===== src/led_matrix_draw_engine_assert.svh =====
// Assertion macros for the LED matrix draw engine.
// Used by lmd_front and lmd_back; no other dependency.
`ifndef LED_MATRIX_DRAW_ENGINE_ASSERT_SVH
`define LED_MATRIX_DRAW_ENGINE_ASSERT_SVH
// implication checked on every clock edge outside reset
`define LMD_ASSERT_IMP(lbl, ante, cons) \
	lbl: assert property (@(posedge clk) disable iff (!arst_n) (ante) |-> (cons)) \
		else $error("lmd assertion failed");
// implication checked in the next cycle
`define LMD_ASSERT_NEXT(lbl, ante, cons) \
	lbl: assert property (@(posedge clk) disable iff (!arst_n) (ante) |=> (cons)) \
		else $error("lmd assertion failed");
`endif


===== src/lmd_pkg.sv =====
// Shared types and constants for the LED matrix draw engine.
// No dependencies.
package lmd_pkg;
	localparam int MAX_DIM_DEF = 16;
	localparam int CMD_W = 3;
	localparam int IN_W = 72;
	localparam int OUT_W = 40;

	typedef enum logic [2:0] {
		CMD_DOT = 3'd0, CMD_OUTLINE = 3'd1, CMD_FILL = 3'd2,
		CMD_GLOW = 3'd3, CMD_READ = 3'd4
	} cmd_t;

	typedef enum logic [2:0] {
		ST_IDLE, ST_SCAN, ST_SQRT, ST_WRITE, ST_READ, ST_DONE
	} st_t;

	typedef enum logic [2:0] {
		CL_IDLE, CL_CLEAR
	} cl_t;

	typedef struct packed {
		logic [2:0]        cmd;
		logic signed [5:0] pos_x;
		logic signed [5:0] pos_y;
		logic [3:0]        frac_x;
		logic [3:0]        frac_y;
		logic [4:0]        rect_w;
		logic [4:0]        rect_h;
		logic [3:0]        radius;
		logic [7:0]        falloff;
		logic [7:0]        hue;
		logic [7:0]        sat;
		logic [7:0]        val;
	} item_t;

	typedef struct packed {
		logic [7:0] led_index;
		logic [7:0] hue_out;
		logic [7:0] sat_out;
		logic [7:0] val_out;
		logic       in_range;
	} res_t;

	localparam logic [0:0] ADDR_WIDTH_REG = 1'b0;
	localparam logic [0:0] ADDR_HEIGHT_REG = 1'b1;
endpackage


===== src/lmd_front.sv =====
// Front end: accepts command transfers, unpacks them into a two-entry queue.
// Depends on lmd_pkg.
module lmd_front (
	input  logic                      clk,
	input  logic                      arst_n,
	input  logic                      s_tvalid,
	output logic                      s_tready,
	input  logic [lmd_pkg::IN_W-1:0]  s_tdata,
	output logic                      q_valid,
	input  logic                      q_pop,
	output lmd_pkg::item_t            q_item
);
	import lmd_pkg::*;
	item_t mem_q [2];
	logic [1:0] cnt_q;
	logic       wp_q, rp_q;
	item_t unp;
	logic push;

	assign unp.cmd     = s_tdata[2:0];
	assign unp.pos_x   = s_tdata[8:3];
	assign unp.pos_y   = s_tdata[14:9];
	assign unp.frac_x  = s_tdata[18:15];
	assign unp.frac_y  = s_tdata[22:19];
	assign unp.rect_w  = s_tdata[27:23];
	assign unp.rect_h  = s_tdata[32:28];
	assign unp.radius  = s_tdata[36:33];
	assign unp.falloff = s_tdata[44:37];
	assign unp.hue     = s_tdata[52:45];
	assign unp.sat     = s_tdata[60:53];
	assign unp.val     = s_tdata[68:61];

	assign s_tready = (cnt_q != 2'd2);
	assign push = s_tvalid && s_tready;
	assign q_valid = (cnt_q != 2'd0);
	assign q_item = mem_q[rp_q];

	always_ff @(posedge clk) begin
		if (push) mem_q[wp_q] <= unp;
	end

	always_ff @(posedge clk or negedge arst_n) begin
		if (!arst_n) begin
			cnt_q <= '0; wp_q <= 1'b0; rp_q <= 1'b0;
		end else begin
			if (push) wp_q <= ~wp_q;
			if (q_pop) rp_q <= ~rp_q;
			cnt_q <= cnt_q + {1'b0, push} - {1'b0, q_pop};
		end
	end

	`include "led_matrix_draw_engine_assert.svh"
	`LMD_ASSERT_IMP(a_no_pop_empty, q_pop, cnt_q != 2'd0)
	`LMD_ASSERT_IMP(a_cnt_max, 1'b1, cnt_q <= 2'd2)
	`LMD_ASSERT_NEXT(a_push_only, push && !q_pop && cnt_q == 2'd0, cnt_q == 2'd1)
endmodule


===== config.mk =====
export PLATFORM = sky130hd
export DESIGN_NAME = lmd_front
export DESIGN_NICKNAME = d
export VERILOG_FILES = /design/src/lmd_pkg.sv /design/src/lmd_front.sv
export VERILOG_INCLUDE_DIRS = /design/src /design/src/src
export SDC_FILE = /design/constraint.sdc
export NUM_CORES = 1
export LEC_CHECK = 0
export BUFFER_PORTS_ARGS = -buffer_cell sky130_fd_sc_hd__buf_2
export CORE_MARGIN = 3
export CORE_UTILIZATION = 25
export DETAILED_ROUTE_END_ITERATION = 10
export MAX_ROUTING_LAYER = met4
export PLACE_DENSITY = 0.53
export SLEW_MARGIN = 20
export SYNTH_ARGS = -nofsm -noshare
export SYNTH_HDL_FRONTEND = slang
export SYNTH_SLANG_ARGS = --single-unit

===== constraint.sdc =====
create_clock -name clk -period 5.72 [get_ports clk]
set_clock_uncertainty 0.15 [all_clocks]
set_input_delay 0.572 -clock clk [delete_from_list [all_inputs] [get_ports clk]]
set_output_delay 0.572 -clock clk [all_outputs]
set_load 0.03 [all_outputs]

==> results of run 1 <==
## per-stage QoR
stage | util | power [mW] | hold WS, ps | cell area (sq um) | cells
floorplan | - | 2.76 | 126 | 5540 | 232
detailed placement | 0.302 | 3.04 | 235 | 6480 | 644
CTS | 0.330 | 4.16 | 163 | 7070 | 677
finish | 0.330 | 4.07 | 194 | 7070 | 679
global placement | 0.302 | 3.02 | 232 | 6480 | 644
global route | 0.330 | 4.26 | 170 | 7070 | 679
## state kept, by name, summed over array words and instances (netlist names)
register and count:
rp_q 1, mem_q 138, cnt_q 2, wp_q 1
## metal layers
metal	wire, microns	up-vias	GRT usage	part of all wire
li1	-	1241	-	-
met1	4470	1304	0.103	0.42
met2	5290	92	0.147	0.50
met3	709	12	0.0367	0.067
met4	175	0	0.0391	0.016
met5	0	-	-	0
## worst max-delay path, stage by stage, from the launching register on
cell                      delay (ps)
sky130_fd_sc_hd__dfrtp_4         900
sky130_fd_sc_hd__buf_4           680
sky130_fd_sc_hd__mux2_4          360
sky130_fd_sc_hd__buf_2           180
## logic make-up after synthesis
| logic type | Yosys count | synth area share |
|---|---|---|
| muxes | 69 | 0.187 |
| buffers and inverters | 8 | 0.0273 |
| and+or+nand+nor | 6 | 0.00701 |
| DFF | 142 | 0.767 |
| xor gates and xnor gates | 4 | 0.00633 |
| adders and majority gates | 1 | 0.00226 |
| AOI/OAI and AO/OA | 2 | 0.00339 |
## placed cells by master (no fill, tap or decap), types with 2 or more instances in the layout
| cell type | instances |
|---|---|
| sky130_fd_sc_hd__clkbuf_16 | 17 |
| sky130_fd_sc_hd__mux2_4 | 69 |
| sky130_fd_sc_hd__clkinvlp_4 | 2 |
| sky130_fd_sc_hd__buf_2 | 143 |
| sky130_fd_sc_hd__dfrtp_1 | 3 |
| sky130_fd_sc_hd__clkinv_2 | 5 |
| sky130_fd_sc_hd__xnor2_1 | 3 |
| sky130_fd_sc_hd__diode_2 | 2 |
| sky130_fd_sc_hd__bufinv_16 | 3 |
| sky130_fd_sc_hd__buf_4 | 2 |
| sky130_fd_sc_hd__edfxtp_1 | 138 |
| sky130_fd_sc_hd__clkinv_1 | 3 |
## final timing paths
check,from,endpoint,slack (ps),cells past startpoint
min reg2reg,cnt_q[0]$_DFF_PN0_,cnt_q[0]$_DFF_PN0_,400,1
max,rp_q$_DFFE_PN0P_,q_item[23],2420,3
max in group asynchronous,arst_n,rp_q$_DFFE_PN0P_,4950,2
max reg2reg,cnt_q[1]$_DFF_PN0_,mem_q[0][65]$_DFFE_PP_,3050,4
min in group asynchronous,arst_n,rp_q$_DFFE_PN0P_,340,2
min,s_tdata[8],mem_q[1][65]$_DFFE_PP_,190,1
## cell type report
type                    instances  area (sq um)  share of cell area
well taps                     275           344              0.0487
flip-flops and latches        142          4250               0.601
multi-input cells              82          1150               0.163
clock buffers                  18           429              0.0607
diodes                          2          5.00            0.000708
repair buffers                146           741               0.105
clock inverters                14           150              0.0212
## power groups by stage
| stage | sequential, mW | clock, mW | combinational (mW) |
|---|---|---|---|
| 4_1_cts | 1.57 | 1.13 | 1.45 |
| 3_5_place_dp | 1.59 | 0 | 1.45 |
| 5_1_grt | 1.59 | 1.17 | 1.50 |
| 3_3_place_gp | 1.58 | 0 | 1.44 |
| 2_1_floorplan | 1.51 | 0 | 1.25 |
| 6_report | 1.56 | 1.09 | 1.42 |
## repair_timing
action                                  4_1_cts  5_1_grt
setup buffers                                 0        0
hold buffers                                  1        0
hold endpoints to repair                      4        0
endpoints found under the setup margin        0        0
==> results summary, run 1 <==
The flow ran to the end, and the final reports show no timing, DRC or antenna violations. The final net count is 466. STA classifies the critical path endpoint as an output port. In the post-synthesis netlist, the biggest area contributors are sky130_fd_sc_hd__edfxtp_1 75%, sky130_fd_sc_hd__mux2_4 19%, sky130_fd_sc_hd__buf_12 2.5%, sky130_fd_sc_hd__dfrtp_1 1.8%, sky130_fd_sc_hd__xnor2_1 0.47%. The detail route stage leaves a number of antenna-violating nets equal to 0. The final count of negative-setup-slack endpoints is 0. The static power due to leakage came out at 2.80 nW. The number of design-rule violations left by the first detailed-router iteration came out at 108. The required time of the worst setup path came out at 5000 ps. The worst setup path is launched from a flip-flop.

In this run the vertical extent of the chip is 155 microns. The fraction of power consumed by the clock network is 0.268. The number of global-route vias before repair came out at a little under 3000. The number of synthesis warnings is 0. The via count is 2649. The worst hold path belongs to the class in2reg. The number of vias per cell after detailed routing came out at 3.90.

The share of the Yosys chip area taken by registers is 0.767. The number of I/O pins is 147. The count of instances resized after the clock tree is built came out at 0. The critical setup path kind is reg2out. The initial antenna violation count came out at 2. The internal power came out at 2.67 mW. The proportion of power drawn by combinational gates is 0.348. The switching part of the total came out at 0.343.

The CTS clock-pin slew for the worst setup and hold paths came out at about 60 ps. The most used flip-flop cell after synthesis is sky130_fd_sc_hd__edfxtp_1. The total of buffers placed on input and output ports came out at around 140. The iteration count of the initial detailed-routing pass came out at 4. The placement-stage worst setup slack came out at approximately 2800 ps. The aggregate negative setup slack came out at 0 ps.

In this run, synthesis produced a sequential element count of 142. The number of filler cells placed in the layout came out at 2073. The full die area came out at 24000 sq um. After technology mapping, the gate count stands at about 230.

The commonest cells after synthesis are 138 x sky130_fd_sc_hd__edfxtp_1, 69 x sky130_fd_sc_hd__mux2_4, 7 x sky130_fd_sc_hd__buf_12. The total count of max-transition violations in the final report came out at 0. The initial cell density of the core came out at 0.258.

Of the total power, registers draw 0.384. The overall overflow remaining after global route is 0. Subtracting the final worst setup slack from the clock period gives about 3300 ps.

The part of the cycle the worst path needs is 0.576. The global-route wire length before repair came out at 16000 microns. CTS placed an instance of sky130_fd_sc_hd__clkbuf_16 at the clock tree root. Of all cell types, the one taking the most synthesized area is sky130_fd_sc_hd__edfxtp_1. The timing-limited maximum frequency came out at 303 MHz.

The number of sinks driven by the clock tree is between 100 and 150. The final weighted congestion in routability-driven placement came out at 0.686. The insertion delay of the later-clocked pin in the worst-skew pair came out at 410 ps.

Averaged over all synthesized cells, the footprint is between 20 and 25 sq um. The data arrival time of the worst path came out at 2580 ps. Of all flip-flops after synthesis, the portion carrying an async set or reset was 0.0282. Of the cells placed in the final design, the portion with a size suffix greater than 1 is 0.617. For this block, the routed nets add up to 10600 microns of wire.

Max-cap violations in this run came to 0. The top cell type's share of synthesized area is 0.748. The final worst setup slack came out at ~2400 ps.

The combined area of all synthesized cells came out at 5540 sq um. The cell with the most instances after synthesis is sky130_fd_sc_hd__edfxtp_1. The transition time at the pin with the least slew margin came out at 1030 ps.

The number of placement rows is 53. The net count after synthesis is ~300. The maximum buffer depth of the clock tree is 2.

The switching power total came out at between 1 and 1.5 mW. The maximum number of pins on one net before global-route repair is 70. The worst IR drop on VDD came out at 319 uV. Dividing the detail-routed wire length by the instance count gives 15.7 microns. For this run, the total global-route usage over all layers was measured as 0.0922. The floorplan step set the die width to 155 microns.

The worst-path maximum fanout came out at 36. Counting distinct cell types in the post-synthesis netlist gives 16. In this run the power density over the cells is ~580 nW/um^2. The HPWL reported at the end of detailed placement is 6820 microns. The number of flops mapped to enable cells by yosys came out at about 140.

The number of hold-slack violations in the final timing report came to 0. Setup repair after global routing left no endpoint under its margin. The core region is 21400 sq um.

TritonCTS built the clock tree. The H-tree was split into 4 levels. The worst-case headroom to the max-slew limit is 0.312. The area overhead of the layout relative to synthesis came out at 27.7%. The DRC violation count after routing is 0. The total CTS buffers is 17.
No activity file was read; power rests on OpenSTA's default activity.
==> run 2, diff against run 1 <==
==> constraint.sdc (replaced) <==
create_clock -name clk -period 3.05 [get_ports clk]
set_clock_uncertainty 0.15 [all_clocks]
set_input_delay 0.305 -clock clk [delete_from_list [all_inputs] [get_ports clk]]
set_output_delay 0.305 -clock clk [all_outputs]
set_load 0.03 [all_outputs]
==> results summary, run 2 (synthesized netlist as in run 1, its figures left out) <==
The run finished with clean final reports. Static timing analysis puts the maximum clock frequency at 434 MHz. Among cell families on the critical path, the largest total delay comes from buffers and inverters.

Setup repair after global routing left no endpoint under its margin. The maximum level of the CTS H-tree is 4 (unchanged). The time the final worst path needs with I/O delays and setup is 2300 ps. The final count of negative-setup-slack endpoints came out at 0 (unchanged). The slowest stage of the critical path belongs to the cell sky130_fd_sc_hd__buf_12. Walking the worst path, the cells encountered are buf_12 > mux2_4 > buf_2. The overall overflow remaining after global route is 0 (unchanged). The total count of max-transition violations in the final report is 0 (unchanged).

The insertion delay of the later-clocked pin in the worst-skew pair is 410 ps (about the same). In this run the clock root is driven by a sky130_fd_sc_hd__clkbuf_16. The routed length per placed instance came out at 14.1 microns (-9.9%). The part of the cycle the worst path needs came out at 0.755. The final weighted congestion in routability-driven placement came to 0.700 (+2.0%). The worst hold slack across all endpoints was 75.6 ps (-118 ps). mem_q holds more flip-flops than any other register. The full die area came out at 24000 sq um (unchanged). The transition time at the pin with the least slew margin came out at 574 ps (-458 ps). The aggregate negative setup slack came out at 0 ps (unchanged). The total CTS buffers came out at 17 (unchanged). The number of inserted diodes came out at 0 (-2). The TritonCTS clock tree is yes. Leaving out fill and tap cells, the most frequent cells in the layout are 143 x sky130_fd_sc_hd__buf_2, 138 x sky130_fd_sc_hd__edfxtp_1, 71 x sky130_fd_sc_hd__dlygate4sd3_1, 69 x sky130_fd_sc_hd__mux2_4, 17 x sky130_fd_sc_hd__clkbuf_16.

The max-capacitance violation count was 0 (unchanged). The residual antenna-violating net count after detailed routing came out at 0 (unchanged). The number of flip-flops in the largest register was 138 (unchanged). The global-route wire length before repair was 16300 microns (+1.8%).

The number of post-CTS setup repair buffers came to 0 (unchanged). The floorplan core area came out at 21400 sq um (unchanged). The number of placement rows is 53 (unchanged). The final net count came to 538 (+15%). The layer flagged by global routing as most heavily used is met2. The met3 global-route usage came to 0.0339 (-0.00280). The static power due to leakage is 3.15 nW (+13%). The maximum number of pins on one net before global-route repair is 71 (+1.4%). The horizontal die dimension is 155 microns (unchanged). The initial antenna violation count is 0 (-2). The data arrival time of the worst path came out at 1850 ps (-730 ps). The power density of the placed cells was 1010 nW/um^2 (+76%). The number of design-rule violations left by the first detailed-router iteration came out at 117 (+8.3%). The CTS clock-pin slew for the worst setup and hold paths came to 60 ps (about the same).

The number of global-route vias before repair came to 3187 (+9.8%). The routed wire length came out at 10600 microns (-0.59%). The maximum buffer depth of the clock tree is 2 (unchanged). The number of sinks driven by the clock tree came out at 142 (unchanged). The global routing usage summed across all routing layers came out at 0.0921 (-0.000155). The iteration count of the initial detailed-routing pass was 4 (unchanged). The worst-path maximum fanout came to 70 (+94%). The fraction of met2 tracks used by global routing came out at 0.154 (+0.00666). The worst-case headroom to the max-slew limit came out at 0.618 (+0.306). The largest registers in the layout are mem_q (138), cnt_q (2). The delay of the slowest cell on the worst path came out at 440 ps (-460 ps). The library cell used most frequently in the layout, excluding fill and tap cells, is sky130_fd_sc_hd__buf_2. The required time of the worst setup path is 2590 ps (-2410 ps). The via count came to 2938 (+11%). The final design area excluding fillers came out at 7890 sq um (+12%). The vertical die dimension is 155 microns (unchanged). The number of hold-slack violations in the final timing report is 0 (unchanged). The overall power consumption came out at 8.01 mW (+97%).

The initial cell density of the core came out at 0.258 (unchanged). The critical path in this run is classified as reg2out. The total buffers and inverters traversed by the critical path came out at 2 (unchanged). The worst IR drop on VDD is 577 uV (+81%). The share of cells above drive strength 1 is 0.534 (-0.0832). The number of vias per cell after detailed routing is 3.92 (+0.54%).

The HPWL reported at the end of detailed placement came to 6750 microns (-0.99%). The worst setup path is launched from a flip-flop. The nature of the critical path endpoint is an output port.

The total of buffers placed on input and output ports was 143 (unchanged). The met1 routing resource usage after global routing is 0.103 (-0.000625). Compared with the post-synthesis result, the final layout area differs by 42.6%. The DRC violation count after routing was 0 (unchanged). The cell area after placement is 6520 sq um (+0.62%). The number of I/O pins is 147 (unchanged). The type of the tightest min-delay check is in2async.
[run 2: layout make-up]
cell class	instances	area [sq um]
multi-input combinational	82	1150
fill	2024	13500
tap	275	344
timing repair buffer	218	1480
sequential	142	4250
clock buffer	17	425
clock inverter	15	241
[run 2: path summary, 6_finish.rpt]
check	startpoint	to	slack (ps)	cells after the start
max reg2reg	cnt_q[1]$_DFF_PN0_	mem_q[1][62]$_DFFE_PP_	1120	3
min reg2reg	cnt_q[0]$_DFF_PN0_	cnt_q[0]$_DFF_PN0_	400	1
min	arst_n	cnt_q[0]$_DFF_PN0_	80	2
max in group asynchronous	arst_n	rp_q$_DFFE_PN0P_	2540	2
min in group clk	s_tvalid	cnt_q[1]$_DFF_PN0_	170	4
max	rp_q$_DFFE_PN0P_	q_item[27]	750	3
[run 2: routing by layer]
| metal | vias to the layer above | share of wire | wire length [microns] |
|---|---|---|---|
| met5 | - | 0 | 0 |
| met4 | 0 | 0.010 | 106 |
| met3 | 9 | 0.054 | 570 |
| met2 | 93 | 0.52 | 5460 |
| met1 | 1457 | 0.42 | 4440 |
| li1 | 1379 | - | - |
[run 2: report_power, final]
part           internal (mW)  switching, mW  leakage [nW]
Clock                   1.53          0.783         0.325
Sequential              2.67          0.115          1.33
Combinational           1.16           1.75          1.50
[run 2: timing repair]
action | in CTS | in global routing
gates resized for setup | 0 | 0
endpoints found under the hold margin | 143 | 0
hold buffers | 71 | 0
endpoints found under the setup margin | 0 | 0
[run 2: stage by stage]
stage	utilization	worst slack (ps)	instances
2_1_floorplan	-	42.7	232
6_report	0.369	748	749
5_1_grt	0.369	652	749
3_5_place_dp	0.304	1100	646
4_1_cts	0.369	690	749
3_3_place_gp	0.304	1120	646
[run 2: worst register-to-register path: cells and delay by family, from the launching register on]
family,cells,cell delay (ps)
AND/OR/NAND/NOR,2,730
flip-flops,1,420
buffers and inverters,1,310
==> run 3, diff against run 2 <==
==> constraint.sdc (replaced) <==
create_clock -name clk -period 2.4 [get_ports clk]
set_clock_uncertainty 0.15 [all_clocks]
set_input_delay 0.24 -clock clk [delete_from_list [all_inputs] [get_ports clk]]
set_output_delay 0.24 -clock clk [all_outputs]
set_load 0.03 [all_outputs]
==> results summary, run 3 (synthesized netlist as in run 1, its figures left out) <==
The run finished with clean final reports. The HPWL reported at the end of detailed placement came to 7250 microns (+7.4%). The maximum buffer depth of the clock tree came out at 2 (unchanged). The full die area came out at 24000 sq um (unchanged). The horizontal die dimension came out at 155 microns (unchanged).

The number of sinks driven by the clock tree is 142 (unchanged). The routed length per placed instance is 14.5 microns (+2.9%). The time the final worst path needs with I/O delays and setup is between 2000 and 2500 ps. The CTS clock-pin slew for the worst setup and hold paths came to 50 ps (about the same). Among all stages on the critical path, the largest delay is contributed by sky130_fd_sc_hd__dfrtp_4. The global-route wire length before repair came out at 16900 microns (+3.2%). The placed cell count is 651 (+0.77%). The part of the cycle the worst path needs is 0.876. CTS placed an instance of sky130_fd_sc_hd__clkbuf_16 at the clock tree root. The worst IR drop on VDD is 651 uV (+13%). The total buffers and inverters traversed by the critical path was 2 (unchanged). The DRC violation count after routing was 0 (unchanged). The timing-limited maximum frequency came out at 476 MHz. The overall overflow remaining after global route came to 0 (unchanged). The nature of the critical path endpoint is an output port. The maximum number of pins on one net before global-route repair is 33 (-54%). The final count of negative-setup-slack endpoints came out at 0 (unchanged).

The share of cells above drive strength 1 is 0.529 (-0.00459). Leaving out fill and tap cells, the most frequent cell in the layout is sky130_fd_sc_hd__buf_2. The path class of the tightest hold or removal check is in2reg. The final weighted congestion in routability-driven placement came out at 0.713 (+1.9%). The TritonCTS clock tree is yes. The fraction of power consumed by the clock network is 0.238 (-0.051). In the final layout, the registers with the most flip-flops are mem_q (138), cnt_q (2). The power density of the placed cells is 1230 nW/um^2 (+22%). The count of instances resized after the clock tree is built came out at 0 (unchanged). The global routing usage summed across all routing layers is 0.0958 (+0.00369). Setup repair after global routing left no endpoint under its margin.

The static power due to leakage is 3.13 nW (-0.85%). The number of hold-slack violations in the final timing report came to 0 (unchanged). The switching part of the total is 0.341 (+0.0113).

The data arrival time of the worst path came out at 1710 ps (-140 ps). The initial antenna violation count was 0 (unchanged). The number of inserted diodes is 0 (unchanged).

The final net count is 546 (+1.5%). The number of flip-flops in the largest register came out at 138 (unchanged). The number of I/O pins is 147 (unchanged). In this run the most critical hold path is launched from s_tvalid. The total CTS buffers came out at 17 (unchanged). The proportion of power drawn by combinational gates is 0.391 (+0.029). The delay of the slowest cell on the worst path is 510 ps (+70 ps). The number of design-rule violations left by the first detailed-router iteration came out at 102 (-13%).

The worst hold slack across all endpoints is 104 ps (+28.6 ps). The critical path goes through buf_4 > mux2_4 > buf_2. The residual antenna-violating net count after detailed routing is 0 (unchanged). The start of the worst register-to-register path is cnt_q[0]$_DFF_PN0_. Grouping stages by cell kind, the critical path spends the most delay in flip-flops.

The maximum level of the CTS H-tree is 4 (unchanged). The worst-case headroom to the max-slew limit came to 0.674 (+0.0563). The transition time at the pin with the least slew margin is 489 ps (-84.5 ps). The internal power is 6.36 mW (+19%). The aggregate negative setup slack is 0 ps (unchanged). The initial cell density of the core came to 0.258 (unchanged). The sequential share of power came to 0.370 (+0.022). The vertical die dimension came out at 155 microns (unchanged). The floorplan core area is 21400 sq um (unchanged). The register with the most flip-flops is mem_q.

Tracing the worst setup path back leads to its startpoint at rp_q$_DFFE_PN0P_. The area overhead of the layout relative to synthesis came out at 41.4%. The number of global-route vias before repair is 3233 (+1.4%).

The startpoint kind of the worst setup timing path is a flip-flop. The count of placed standard cells in the final layout, fillers left out came to 755 (+0.80%). The library cells used most frequently in the layout, excluding fill and tap cells, are 143 x sky130_fd_sc_hd__buf_2, 138 x sky130_fd_sc_hd__edfxtp_1, 72 x sky130_fd_sc_hd__dlygate4sd3_1, 69 x sky130_fd_sc_hd__mux2_4, 17 x sky130_fd_sc_hd__clkbuf_16. The routed wire length came to 11000 microns (+3.7%).

The via count came out at 2915 (-0.78%). The total count of max-transition violations in the final report came out at 0 (unchanged). The number of filler cells placed in the layout is 2020 (-0.20%). The insertion delay of the later-clocked pin in the worst-skew pair is 410 ps (about the same). The switching power total came out at 3.30 mW (+25%). The number of placement rows was 53 (unchanged). The worst-path maximum fanout is 12 (-83%). The required time of the worst setup path came out at 2010 ps (-580 ps). The max-capacitance violation count is 0 (unchanged).

The number of vias per cell after detailed routing is 3.86 (-1.6%). The critical setup path kind is reg2out. The total of buffers placed on input and output ports is 143 (unchanged).

The iteration count of the initial detailed-routing pass came out at 4 (unchanged).
-- run 3: cell types whose count changed in the layout (fill, tap and decap cells not counted), sizes merged --
cell         delta
dlygate4sd3     +1
clkbuf          +5
inv             -2
bufinv          -5
buf             +7
-- run 3: what timing repair did --
item,in CTS,in global routing
endpoints found under the hold margin,143,0
setup endpoints to repair,0,12
hold buffers,72,0
setup buffers,0,2
-- run 3: stage by stage --
stage / cell area (sq um) / power (mW) / setup slack (ps) / util
finish: 7830 / 9.66 / 298 / 0.366
global route: 7830 / 10.2 / 211 / 0.366
CTS: 7820 / 9.85 / 19.3 / 0.365
detailed placement: 6580 / 7.39 / 468 / 0.307
global placement: 6580 / 7.33 / 474 / 0.307
floorplan: 5550 / 6.55 / 4.94 / -
-- run 3: cell type report --
class,count,area [sq um],area share
clock buffers,22,444,0.0567
clock inverters,8,70.1,0.00895
multi-input cells,82,1160,0.148
flip-flops and latches,142,4250,0.542
well taps,275,344,0.0439
repair buffers,226,1570,0.200
-- run 3: power groups by stage --
stage	Clock [mW]	Sequential, mW	Combinational (mW)
finish	2.30	3.58	3.78
global route	2.53	3.63	3.99
CTS	2.41	3.65	3.79
detailed placement	0	3.70	3.69
global placement	0	3.67	3.66
floorplan	0	3.57	2.98
-- run 3: layer usage --
layer  track usage  up-vias  part of all wire
li1              -     1390                 -
met1         0.105     1419              0.41
met2         0.161       97              0.52
met3        0.0364        9             0.056
met4        0.0311        0             0.010
met5             -        -                 0
-- run 3: path summary, 6_finish.rpt --
path / to / slack, ps / depth (start not counted)
setup / recovery: q_item[43] / 300 / 3
hold / removal: wp_q$_DFFE_PN0P_ / 100 / 3
setup reg to reg: mem_q[0][6]$_DFFE_PP_ / 580 / 4
hold reg to reg: wp_q$_DFFE_PN0P_ / 410 / 1
max in group asynchronous: rp_q$_DFFE_PN0P_ / 1330 / 3
min in group asynchronous: cnt_q[0]$_DFF_PN0_ / 570 / 3
-- run 3: tightest hold or removal path, cell delays in order --
cell                      delay [ps]
sky130_fd_sc_hd__buf_2           130
sky130_fd_sc_hd__nand2_1         160
sky130_fd_sc_hd__xnor2_1          80
